File: src/hw/rtl/fpbp_pkg.sv
// shared types, constants and register codes of the framed packet byte parser
package fpbp_pkg;

    localparam int NUM_CHANNELS = 8;
    localparam int CH_W         = 3;
    localparam int SLOT_W       = (NUM_CHANNELS > 1) ? $clog2(NUM_CHANNELS) : 1;
    localparam int CFG_IDX_W    = 2;
    localparam int CFG_DATA_W   = 16;

    localparam logic [CFG_IDX_W-1:0] CFG_HEAD_MARKER     = 2'd0;
    localparam logic [CFG_IDX_W-1:0] CFG_END_MARKER      = 2'd1;
    localparam logic [CFG_IDX_W-1:0] CFG_MAX_USER_LENGTH = 2'd2;

    localparam logic [7:0]  HEAD_MARKER_RST     = 8'd165;
    localparam logic [7:0]  END_MARKER_RST      = 8'd90;
    localparam logic [15:0] MAX_USER_LENGTH_RST = 16'd1024;
    localparam logic [15:0] MIN_USER_LENGTH     = 16'd2;
    localparam logic [15:0] CMD_BYTES           = 16'd2;

    typedef enum logic [2:0] {
        ST_NONE    = 3'd0,
        ST_GOOD    = 3'd1,
        ST_SUM_BAD = 3'd2,
        ST_LEN_BAD = 3'd3,
        ST_END_BAD = 3'd4
    } frame_status_t;

    typedef enum logic [7:0] {
        PH_HEAD = 8'b0000_0001,
        PH_CTRL = 8'b0000_0010,
        PH_SEQ  = 8'b0000_0100,
        PH_LEN  = 8'b0000_1000,
        PH_CMD  = 8'b0001_0000,
        PH_DATA = 8'b0010_0000,
        PH_SUM  = 8'b0100_0000,
        PH_END  = 8'b1000_0000
    } parse_phase_t;

    typedef struct packed {
        parse_phase_t phase;
        logic         half;
        logic [7:0]   sum;
        logic [15:0]  len;
        logic [15:0]  cnt;
        logic [7:0]   ctrl;
        logic [7:0]   seq;
        logic [15:0]  cmd;
    } chan_state_t;

    typedef struct packed {
        logic [7:0]    head_marker;
        logic [7:0]    end_marker;
        logic [15:0]   max_user_length;
    } cfg_t;

    typedef struct packed {
        logic [7:0]    rx_byte;
        logic [CH_W-1:0] channel_id;
    } in_item_t;

    typedef struct packed {
        logic [CH_W-1:0] out_channel;
        logic          payload_valid;
        logic [7:0]    payload_byte;
        logic [15:0]   payload_index;
        logic [2:0]    frame_status;
        logic [7:0]    frame_control;
        logic [7:0]    frame_seq;
        logic [15:0]   frame_command;
        logic [15:0]   frame_user_length;
    } out_item_t;

    typedef struct packed {
        logic        we;
        logic [SLOT_W-1:0] slot;
        chan_state_t data;
    } state_wr_t;

endpackage

File: src/hw/rtl/fpbp_state.sv
// per-channel parse state store
module fpbp_state
    import fpbp_pkg::*;
(
    input  logic              clk,
    input  logic              rst_n,
    input  logic [SLOT_W-1:0] rd_slot,
    output chan_state_t       rd_data,
    input  state_wr_t         wr
);

    chan_state_t state_reg [NUM_CHANNELS];

    always_ff @(posedge clk or negedge rst_n)
    begin
        if (!rst_n)
        begin
            for (int i = 0; i < NUM_CHANNELS; i++)
            begin
                state_reg[i] <= '{phase: PH_HEAD, default: '0};
            end
        end
        else if (wr.we)
        begin
            state_reg[wr.slot] <= wr.data;
        end
    end

    assign rd_data = state_reg[rd_slot];

endmodule

File: src/hw/rtl/fpbp_step.sv
// next state and result of one byte on one channel
module fpbp_step
    import fpbp_pkg::*;
(
    input  cfg_t        cfg,
    input  in_item_t    item,
    input  logic        ch_ok,
    input  chan_state_t cur,
    output chan_state_t nxt,
    output out_item_t   res
);

    logic [7:0]    b;
    logic [15:0]   new_len;
    logic [16:0]   cnt_end;
    logic          pv;
    logic [15:0]   pidx;
    logic          cmd_known;
    frame_status_t status;

    assign b       = item.rx_byte;
    assign new_len = {b, cur.len[7:0]};
    assign cnt_end = {1'b0, cur.cnt} + 17'd3;

    always_comb
    begin
        nxt       = cur;
        pv        = 1'b0;
        pidx      = '0;
        cmd_known = 1'b1;
        status    = ST_NONE;
        unique case (cur.phase)
            PH_HEAD:
            begin
                if (b == cfg.head_marker)
                begin
                    nxt.sum   = b;
                    nxt.half  = 1'b0;
                    nxt.phase = PH_CTRL;
                end
            end
            PH_CTRL:
            begin
                nxt.ctrl  = b;
                nxt.sum   = cur.sum + b;
                nxt.phase = PH_SEQ;
            end
            PH_SEQ:
            begin
                nxt.seq   = b;
                nxt.sum   = cur.sum + b;
                nxt.phase = PH_LEN;
            end
            PH_LEN:
            begin
                nxt.sum = cur.sum + b;
                if (!cur.half)
                begin
                    nxt.len  = {8'd0, b};
                    nxt.half = 1'b1;
                end
                else
                begin
                    nxt.len  = new_len;
                    nxt.half = 1'b0;
                    if (new_len < MIN_USER_LENGTH || new_len > cfg.max_user_length)
                    begin
                        status    = ST_LEN_BAD;
                        cmd_known = 1'b0;
                        nxt.phase = PH_HEAD;
                    end
                    else
                    begin
                        nxt.phase = PH_CMD;
                    end
                end
            end
            PH_CMD:
            begin
                nxt.sum = cur.sum + b;
                if (!cur.half)
                begin
                    nxt.cmd  = {8'd0, b};
                    nxt.half = 1'b1;
                end
                else
                begin
                    nxt.cmd   = {b, cur.cmd[7:0]};
                    nxt.half  = 1'b0;
                    nxt.cnt   = '0;
                    nxt.phase = (cur.len > CMD_BYTES) ? PH_DATA : PH_SUM;
                end
            end
            PH_DATA:
            begin
                nxt.sum = cur.sum + b;
                pv      = 1'b1;
                pidx    = cur.cnt;
                nxt.cnt = cur.cnt + 16'd1;
                if (cnt_end >= {1'b0, cur.len})
                begin
                    nxt.phase = PH_SUM;
                end
            end
            PH_SUM:
            begin
                if (b == cur.sum)
                begin
                    nxt.phase = PH_END;
                end
                else
                begin
                    status    = ST_SUM_BAD;
                    nxt.phase = PH_HEAD;
                end
            end
            PH_END:
            begin
                status    = (b == cfg.end_marker) ? ST_GOOD : ST_END_BAD;
                nxt.phase = PH_HEAD;
            end
            default:
            begin
                nxt.phase = PH_HEAD;
            end
        endcase
    end

    always_comb
    begin
        res             = '0;
        res.out_channel = item.channel_id;
        if (ch_ok)
        begin
            res.payload_valid = pv;
            res.payload_byte  = pv ? b : 8'd0;
            res.payload_index = pidx;
            res.frame_status  = status;
            if (status != ST_NONE)
            begin
                res.frame_control     = nxt.ctrl;
                res.frame_seq         = nxt.seq;
                res.frame_command     = cmd_known ? nxt.cmd : 16'd0;
                res.frame_user_length = nxt.len;
            end
        end
    end

endmodule

File: src/hw/rtl/framed_packet_byte_parser_unit.sv
// Framed packet byte parser: one received byte per item, tagged with a channel; each
// channel keeps its own parse phase through head marker, control, sequence, 16-bit
// little-endian length, 16-bit command, payload, additive checksum and end marker.
// Every item gives exactly one result item: payload bytes come out with their index and
// the last byte of a frame carries its status (good, checksum bad, length bad, end
// marker bad) with control, sequence, command and length. An item passes through the
// input register and then the result register; a new item is taken every cycle unless
// the output stalls, including back to back on the same channel, since the per-channel
// state is read and written in the same cycle. The user must write configuration
// through cfg_we/cfg_index/cfg_data only while no item is in flight (not enforced).
module framed_packet_byte_parser_unit
    import fpbp_pkg::*;
(
    input  logic                  clk,
    input  logic                  rst_n,
    input  logic                  in_valid,
    output logic                  in_stall,
    input  in_item_t              in_data,
    output logic                  out_valid,
    input  logic                  out_stall,
    output out_item_t             out_data,
    input  logic                  cfg_we,
    input  logic [CFG_IDX_W-1:0]  cfg_index,
    input  logic [CFG_DATA_W-1:0] cfg_data
);

    cfg_t        cfg_reg;
    logic        in_vld_reg;
    in_item_t    in_item_reg;
    logic        out_vld_reg;
    out_item_t   out_item_reg;

    logic        advance;
    logic        in_take;
    logic        ch_ok;
    logic [SLOT_W-1:0] slot;
    chan_state_t cur_state;
    chan_state_t nxt_state;
    out_item_t   res;
    state_wr_t   st_wr;

    assign advance   = in_vld_reg && (!out_vld_reg || !out_stall);
    assign in_stall  = in_vld_reg && !advance;
    assign in_take   = in_valid && !in_stall;
    assign out_valid = out_vld_reg;
    assign out_data  = out_item_reg;

    assign ch_ok = int'(in_item_reg.channel_id) < NUM_CHANNELS;
    assign slot  = SLOT_W'(in_item_reg.channel_id);

    always_ff @(posedge clk or negedge rst_n)
    begin
        if (!rst_n)
        begin
            cfg_reg.head_marker     <= HEAD_MARKER_RST;
            cfg_reg.end_marker      <= END_MARKER_RST;
            cfg_reg.max_user_length <= MAX_USER_LENGTH_RST;
        end
        else if (cfg_we)
        begin
            unique case (cfg_index)
                CFG_HEAD_MARKER:     cfg_reg.head_marker     <= cfg_data[7:0];
                CFG_END_MARKER:      cfg_reg.end_marker      <= cfg_data[7:0];
                CFG_MAX_USER_LENGTH: cfg_reg.max_user_length <= cfg_data;
                default:             cfg_reg                 <= cfg_reg;
            endcase
        end
    end

    always_ff @(posedge clk or negedge rst_n)
    begin
        if (!rst_n)
        begin
            in_vld_reg  <= 1'b0;
            out_vld_reg <= 1'b0;
        end
        else
        begin
            if (in_take)
            begin
                in_vld_reg <= 1'b1;
            end
            else if (advance)
            begin
                in_vld_reg <= 1'b0;
            end
            if (advance)
            begin
                out_vld_reg <= 1'b1;
            end
            else if (!out_stall)
            begin
                out_vld_reg <= 1'b0;
            end
        end
    end

    always_ff @(posedge clk)
    begin
        if (in_take)
        begin
            in_item_reg <= in_data;
        end
        if (advance)
        begin
            out_item_reg <= res;
        end
    end

    assign st_wr.we   = advance && ch_ok;
    assign st_wr.slot = slot;
    assign st_wr.data = nxt_state;

    fpbp_state u_state (
        .clk     (clk),
        .rst_n   (rst_n),
        .rd_slot (slot),
        .rd_data (cur_state),
        .wr      (st_wr)
    );

    fpbp_step u_step (
        .cfg   (cfg_reg),
        .item  (in_item_reg),
        .ch_ok (ch_ok),
        .cur   (cur_state),
        .nxt   (nxt_state),
        .res   (res)
    );

endmodule

File: config.mk
export PLATFORM = sky130hd
export DESIGN_NAME = framed_packet_byte_parser_unit
export DESIGN_NICKNAME = d
export VERILOG_FILES = /design/src/hw/rtl/fpbp_pkg.sv /design/src/hw/rtl/fpbp_state.sv /design/src/hw/rtl/fpbp_step.sv /design/src/hw/rtl/framed_packet_byte_parser_unit.sv
export SDC_FILE = /design/constraint.sdc
export NUM_CORES = 1
export LEC_CHECK = 0
export BUFFER_PORTS_ARGS = -buffer_cell sky130_fd_sc_hd__clkbuf_2
export CAP_MARGIN = 0
export CORE_ASPECT_RATIO = 0.8
export CORE_MARGIN = 5
export CORE_UTILIZATION = 50
export DETAILED_ROUTE_END_ITERATION = 8
export PLACE_DENSITY = 0.75
export SLEW_MARGIN = 0
export SYNTH_ARGS = -nofsm -noshare
export SYNTH_HDL_FRONTEND = slang
export SYNTH_HIERARCHICAL = 1
export SYNTH_SLANG_ARGS = --single-unit
File: constraint.sdc
create_clock -name clk -period 10.4 [get_ports clk]
set_input_delay 1.56 -clock clk [delete_from_list [all_inputs] [get_ports clk]]
set_output_delay 1.56 -clock clk [all_outputs]
set_load 0.03 [all_outputs]
==> qor.csv, run 1 <==
stage,metric,value,unit
pwr,seqPwrFrac,48.4,%
synth,yosysUniqueCellTypes,83,
global_routing,grt_max_degree,190,
sta,rsz0062_at_grt,no,
pwr,ir_worst_vdd,128,uV
routing,drtPass1Iterations,5,
routing,route.detailed.drc,0,
setup_path,startpoint_type,flip-flop,
floorplan,fp.coreArea,0.0736,mm^2
routing,via_count,21700,
pwr,internal-power,5.00,mW
synth,synth_seq_area_share,53.4,%
synth,synth_edf_count,90,
clocking,cts_setup_buffers,0,
floorplan,start_util,50.4,%
routing,wirelength,92.3,mm
pwr,p_leak,19.3,nW
pwr,clkPwrFrac,44.0,%
routing,m1WireLength,39.2,mm
sta,final_hold_viol_count,0,
floorplan,fp.dieArea,0.0797,mm^2
global_routing,grt_first_pass_wirelength,142,mm
setup_path,worstSetupPathType,reg -> reg,
sta,fmax,178,MHz
sta,period_share,54.0,%
sta,relSlewSlack,19.1,%
setup_path,path_cells,"buf_4, buf_12, mux4_2, mux2_4, nor4_4, nand4b_2, nor3_2, mux2i_1, o21ai_0, mux2_2",
sta,skew,27.0,ps
routing,dr.max_layer_used,met5,
setup_path,endpoint_kind,flip-flop,
cells_and_area,largest_reg_flops,648,
sta,fin_tns_setup,0,ps
status,status,finished clean,
floorplan,io_pins,115,
setup_path,cp_max_fo,105,
clocking,cts_tree,yes,
setup_path,crit_family,simple AND/OR/NAND/NOR gates,
cells_and_area,area_growth,10.7,%
setup_path,cp.arrival,6200,ps
placement,gp_congestion,0.837,
cells_and_area,nets,2571,
clocking,postCtsHoldBufs,0,
clocking,h-tree-depth,3,
setup_path,max_stage_delay,920,ps
synth,yosys_warnings,6,
run,maxCapViolations,0,
cells_and_area,layout_commonest_cell,mux2_2,
synth,synth_area,0.0371,mm^2
routing,met2_length,44.1,mm
clocking,clk_path_buf_depth,3,
routing,post_drt_wl_per_cell,25.9,um
floorplan,row_count,89,
clocking,cts_root_buf,clkbuf_16,
pwr,swShare,23.7,%
floorplan,fp.dieW,314,um
sta,slew_violations,0,
routing,ant_nets,0,
cells_and_area,drive_gt1_share,49.5,%
clocking,cts.sinks,772,
pwr,switchingPower,1.55,mW
sta,worst_pin_slew,1200,ps
sta,fin_crit,5620,ps
clocking,clk_latency,640,ps
global_routing,grt-ovfl-total,0,
floorplan,die_y,254,um
placement,place_area,0.0384,mm^2
placement,io_buffers,114,
global_routing,grt_usage,23.2,%
routing,detail_route.iter0.violations,1720,
synth,avgSynthCellArea,15.3,um^2
synth,synthFlopType,dfrtp_1,
pwr,power_frac_comb,7.5,%
cells_and_area,layout_common_cells,"mux2_2 (704), dfrtp_1 (665), mux4_2 (161)",
cells_and_area,diodes,0,
placement,hpwl,53.7,mm
setup_path,timing.critical_path.buf_inv,2,
global_routing,grt_pass1_vias,23400,
setup_path,required,10980,ps
hold_path,min_path_type,reg -> reg,
setup_path,cpMaxStageDelayCell,nor3_2,
clocking,cts_made_buffers,80,
clocking,clkTransAtPathRegs,60,ps
pwr,power_density,160,mW/mm^2
routing,routed_via_density,6.10,
sta,finalSetupViolCount,0,
synth,syn_inst,2415,
routing,wl_met3,6.08,mm
cells_and_area,stdcell_area,0.0410,mm^2
synth,synthArstFlopShare,88.3,%
synth,synth_seq_cells,772,
clocking,cts_resized,0,
global_routing,antenna_found_initial,6,
layout make-up:
cell class                      count  area, um^2
Clock buffer                      115        2260
Fill cell                        5683       32600
Clock inverter                     32         364
Tap cell                         1001        1250
Inverter                           44         165
Timing Repair Buffer              157         966
Multi-Input combinational cell   1440       16200
Sequential cell                   772       19800
metal layers:
metal	vias to the layer above	GRT usage, %
li1	9170	-
met1	11600	31.7
met2	716	37.7
met3	201	5.41
met4	4	7.00
met5	-	0
cells in the mapped netlist, types with 20 or more instances:
cell,instances,area (um^2)
inv_1,44,165
xnor2_1,28,245
clkbuf_1,39,146
ha_1,41,513
buf_4,21,158
mux4_2,161,3630
edfxtp_1,90,2700
mux2_4,80,1200
dfrtp_1,665,16600
and3_1,31,194
mux2_2,704,7930
nor2_1,38,143
o21ai_0,51,255
buf_2,83,415
a21boi_1,30,225
nor2b_1,20,125
nand2_1,68,255
path summary, 6_finish.rpt:
| check | from | slack, ps | cells after the start | endpoint |
|---|---|---|---|---|
| worst max-delay path | slot[0] | 4780 | 10 | u_state/state_reg[395] |
| worst min-delay path | in_vld_reg | 500 | 1 | out_valid |
| worst max register to register | slot[0] | 4780 | 10 | u_state/state_reg[395] |
| worst min register to register | in_vld_reg | 500 | 1 | out_valid |
| max in group asynchronous | rst_n | 6950 | 3 | u_state/state_reg[248] |
| min in group asynchronous | rst_n | 950 | 1 | u_state/state_reg[67] |
power groups by stage:
stage / clock, mW / sequential (mW) / combinational, mW
after global placement: 0 / 3.22 / 0.480
after detailed placement: 0 / 3.23 / 0.494
after CTS: 2.95 / 3.17 / 0.498
after global routing: 3.07 / 3.18 / 0.533
final: 2.88 / 3.18 / 0.495
after floorplan: 0 / 3.26 / 0.281
kinds of logic after synthesis:
group | synth area share [%]
compound gates | 2.86
xor+xnor | 0.898
fa+ha+maj | 1.44
buf+inv | 3.03
flops | 53.4
mux | 34.6
other cells | 0.0101
simple gates | 3.78
worst reg2reg max path, cell delays in order, from the launching register on:
cell and delay, ps:
edfxtp_1 350, buf_4 640, buf_12 790, mux4_2 660
mux2_4 360, nor4_4 500, nand4b_2 300, nor3_2 920
mux2i_1 170, o21ai_0 600, mux2_2 280
metrics by stage:
step	total power [mW]	utilization, %	cells	hold slack [ps]	setup slack, ps
final	6.55	55.7	3561	495	4780
after global routing	6.78	55.7	3561	512	4250
after CTS	6.62	55.7	3561	500	4710
after detailed placement	3.72	52.2	3414	487	4720
after global placement	3.70	52.2	3414	465	4890
after floorplan	3.54	-	2419	442	380
No activity file was read; power rests on OpenSTA's default activity.
==> inputs of run 2 (changes only) <==
Settings changed: PLACE_DENSITY 0.75 to 0.78.
Clock period 10.4 ns to 5.17 ns, I/O delays scaled along.
==> qor.csv, run 2 (same netlist as run 1, synthesis figures left out) <==
stage,metric,value,unit,change
cells_and_area,n_fill_cell,5629,,-0.95%
sta,fin_tns_setup,0,ps,unchanged
clocking,postCtsHoldBufs,0,,unchanged
cells_and_area,largest_reg_flops,648,,unchanged
floorplan,fp.dieW,314,um,unchanged
sta,finalSetupViolCount,0,,unchanged
floorplan,fp.dieArea,0.0797,mm^2,unchanged
placement,hpwl,56.7,mm,+5.6%
sta,fmax,215,MHz,+21%
sta,worst_pin_slew,1350,ps,+150 ps
run,maxCapViolations,0,,unchanged
setup_path,cp.arrival,5150,ps,-1050 ps
floorplan,start_util,50.4,%,unchanged
floorplan,fp.coreArea,0.0736,mm^2,unchanged
clocking,cts_made_buffers,79,,-1.3%
clocking,h-tree-depth,3,,unchanged
cells_and_area,nets,2592,,+0.82%
routing,post_drt_wl_per_cell,25.6,um,-1.2%
floorplan,die_y,254,um,unchanged
setup_path,r2r-start,slot[2],,
placement,pre_cts_slack,663,ps,-4060 ps
clocking,clk_latency,640,ps,about the same
clocking,clk_path_buf_depth,3,,unchanged
routing,route.detailed.drc,0,,unchanged
clocking,clkTransAtPathRegs,60,ps,about the same
clocking,cts_root_buf,clkbuf_16,,
global_routing,grt_first_pass_wirelength,142,mm,about the same
setup_path,r2r_cells,12,,+2
setup_path,worstSetupPathType,reg -> reg,,
pwr,ir_worst_vdd,251,uV,+96%
setup_path,endpoint_kind,flip-flop,,
setup_path,cp_max_fo,66,,-37%
setup_path,startpoint_type,flip-flop,,
sta,fin_crit,4640,ps,-979 ps
global_routing,antenna_found_initial,5,,-1
routing,wirelength,91.9,mm,-0.43%
routing,drtPass1Iterations,5,,unchanged
cells_and_area,drive_gt1_share,50.0,%,+0.59 points
placement,gp_congestion,0.833,,-0.50%
pwr,power_density,319,mW/mm^2,+100%
sta,rsz0062_at_grt,no,,
routing,ant_nets,0,,unchanged
clocking,cts.sinks,772,,unchanged
sta,period_share,89.8,%,+36 points
setup_path,required,5680,ps,-5300 ps
setup_path,regToRegEndpoint,u_state/state_reg[533],,
floorplan,io_pins,115,,unchanged
cells_and_area,layout_commonest_cell,mux2_2,,
placement,io_buffers,114,,unchanged
clocking,cts_resized,0,,unchanged
cells_and_area,layout_common_cells,"mux2_2 (704), dfrtp_1 (665), mux4_2 (161)",,
status,status,finished clean,,
global_routing,grt_usage,23.2,%,-0.042 points
clocking,cts_setup_buffers,0,,unchanged
sta,setup_slack,528,ps,-4250 ps
setup_path,critPathLaunch,slot[2],,
routing,routed_via_density,6.10,,about the same
sta,final_hold_viol_count,0,,unchanged
routing,via_count,21900,,+0.66%
clocking,cts_tree,yes,,
hold_path,min_path_type,in -> async,,
routing,detail_route.iter0.violations,1930,,+12%
sta,slew_violations,0,,unchanged
placement,dpl.cell_count,3436,,+0.64%
sta,relSlewSlack,8.98,%,-10 points
cells_and_area,area_growth,11.5,%,
global_routing,grt_max_degree,137,,-28%
cells_and_area,final_cells,3587,,+0.73%
global_routing,grt-ovfl-total,0,,unchanged
pwr,p_leak,19.5,nW,+0.93%
setup_path,cp-endpoint,u_state/state_reg[533],,
floorplan,row_count,89,,unchanged
sta,skew,33.4,ps,+6.32 ps
global_routing,grt_pass1_vias,23500,,+0.75%
setup_path,r2r_setup_slack,530,ps,-4250 ps
-- run 2: cell count changes in the layout (fill, tap and decap cells not counted) --
| cell | previous run | this run |
|---|---|---|
| clkbuf_1 | 26 | 15 |
| clkinv_1 | 2 | 9 |
| clkinvlp_4 | 5 | 1 |
| inv_8 | 0 | 2 |
| clkinv_4 | 1 | 0 |
| clkinv_2 | 13 | 17 |
| buf_4 | 38 | 52 |
| clkinv_8 | 0 | 2 |
| buf_12 | 5 | 13 |
| diode_2 | 0 | 4 |
| clkbuf_8 | 6 | 8 |
| bufinv_16 | 7 | 6 |
-- run 2: where the power goes --
group	internal, mW	switching (mW)	leakage [nW]
registers	6.31	0.0776	10.3
clock network	3.37	2.43	1.31
logic	0.358	0.643	7.83
-- run 2: final cells by class --
class / count / area, um^2 / share of cell area [%]
diodes: 4 / 10.0 / 0.0242
flip-flops and latches: 772 / 19800 / 47.9
inverters: 44 / 165 / 0.400
well taps: 1001 / 1250 / 3.03
clock inverters: 41 / 397 / 0.960
clock buffers: 106 / 2240 / 5.43
multi-input cells: 1440 / 16200 / 39.3
repair buffers: 179 / 1230 / 2.98
-- run 2: per-stage QoR --
stage / power [mW] / hold slack [ps] / instance area [um^2] / utilization, %
after floorplan: 7.12 / 442 / 37100 / -
after global placement: 7.46 / 465 / 38700 / 52.5
after detailed placement: 7.51 / 481 / 38700 / 52.5
after CTS: 13.3 / 207 / 41300 / 56.1
after global routing: 13.7 / 260 / 41300 / 56.1
final: 13.2 / 217 / 41300 / 56.1
-- run 2: how the worst min path moves through the flow --
stage          startpoint          to  slack [ps]  depth (start not counted)
3_5_place_dp   in_vld_reg   out_valid         480                          1
2_1_floorplan  in_vld_reg   out_valid         440                          1
5_1_grt             rst_n  cfg_reg[9]         260                          1
6_report            rst_n  cfg_reg[9]         220                          1
4_1_cts             rst_n  cfg_reg[9]         210                          1
3_3_place_gp   in_vld_reg   out_valid         470                          1
-- run 2: per-layer routing --
layer | vias to the layer above | routed length (um) | GRT usage [%]
met5 | - | 13 | 0
li1 | 9230 | - | -
met1 | 11700 | 38800 | 31.7
met3 | 177 | 6810 | 5.85
met4 | 2 | 2770 | 7.04
met2 | 750 | 43500 | 37.2
-- run 2: worst max-delay path, cell delays in order (launching register included) --
cell and delay (ps):
edfxtp_1 440, buf_12 370, buf_4 500, mux4_2 380
mux2_4 360, nor3_1 240, and2_1 190, and3_1 160
buf_4 390, a21oi_1 300, o21ai_0 270, o21ai_0 380
mux2_2 420
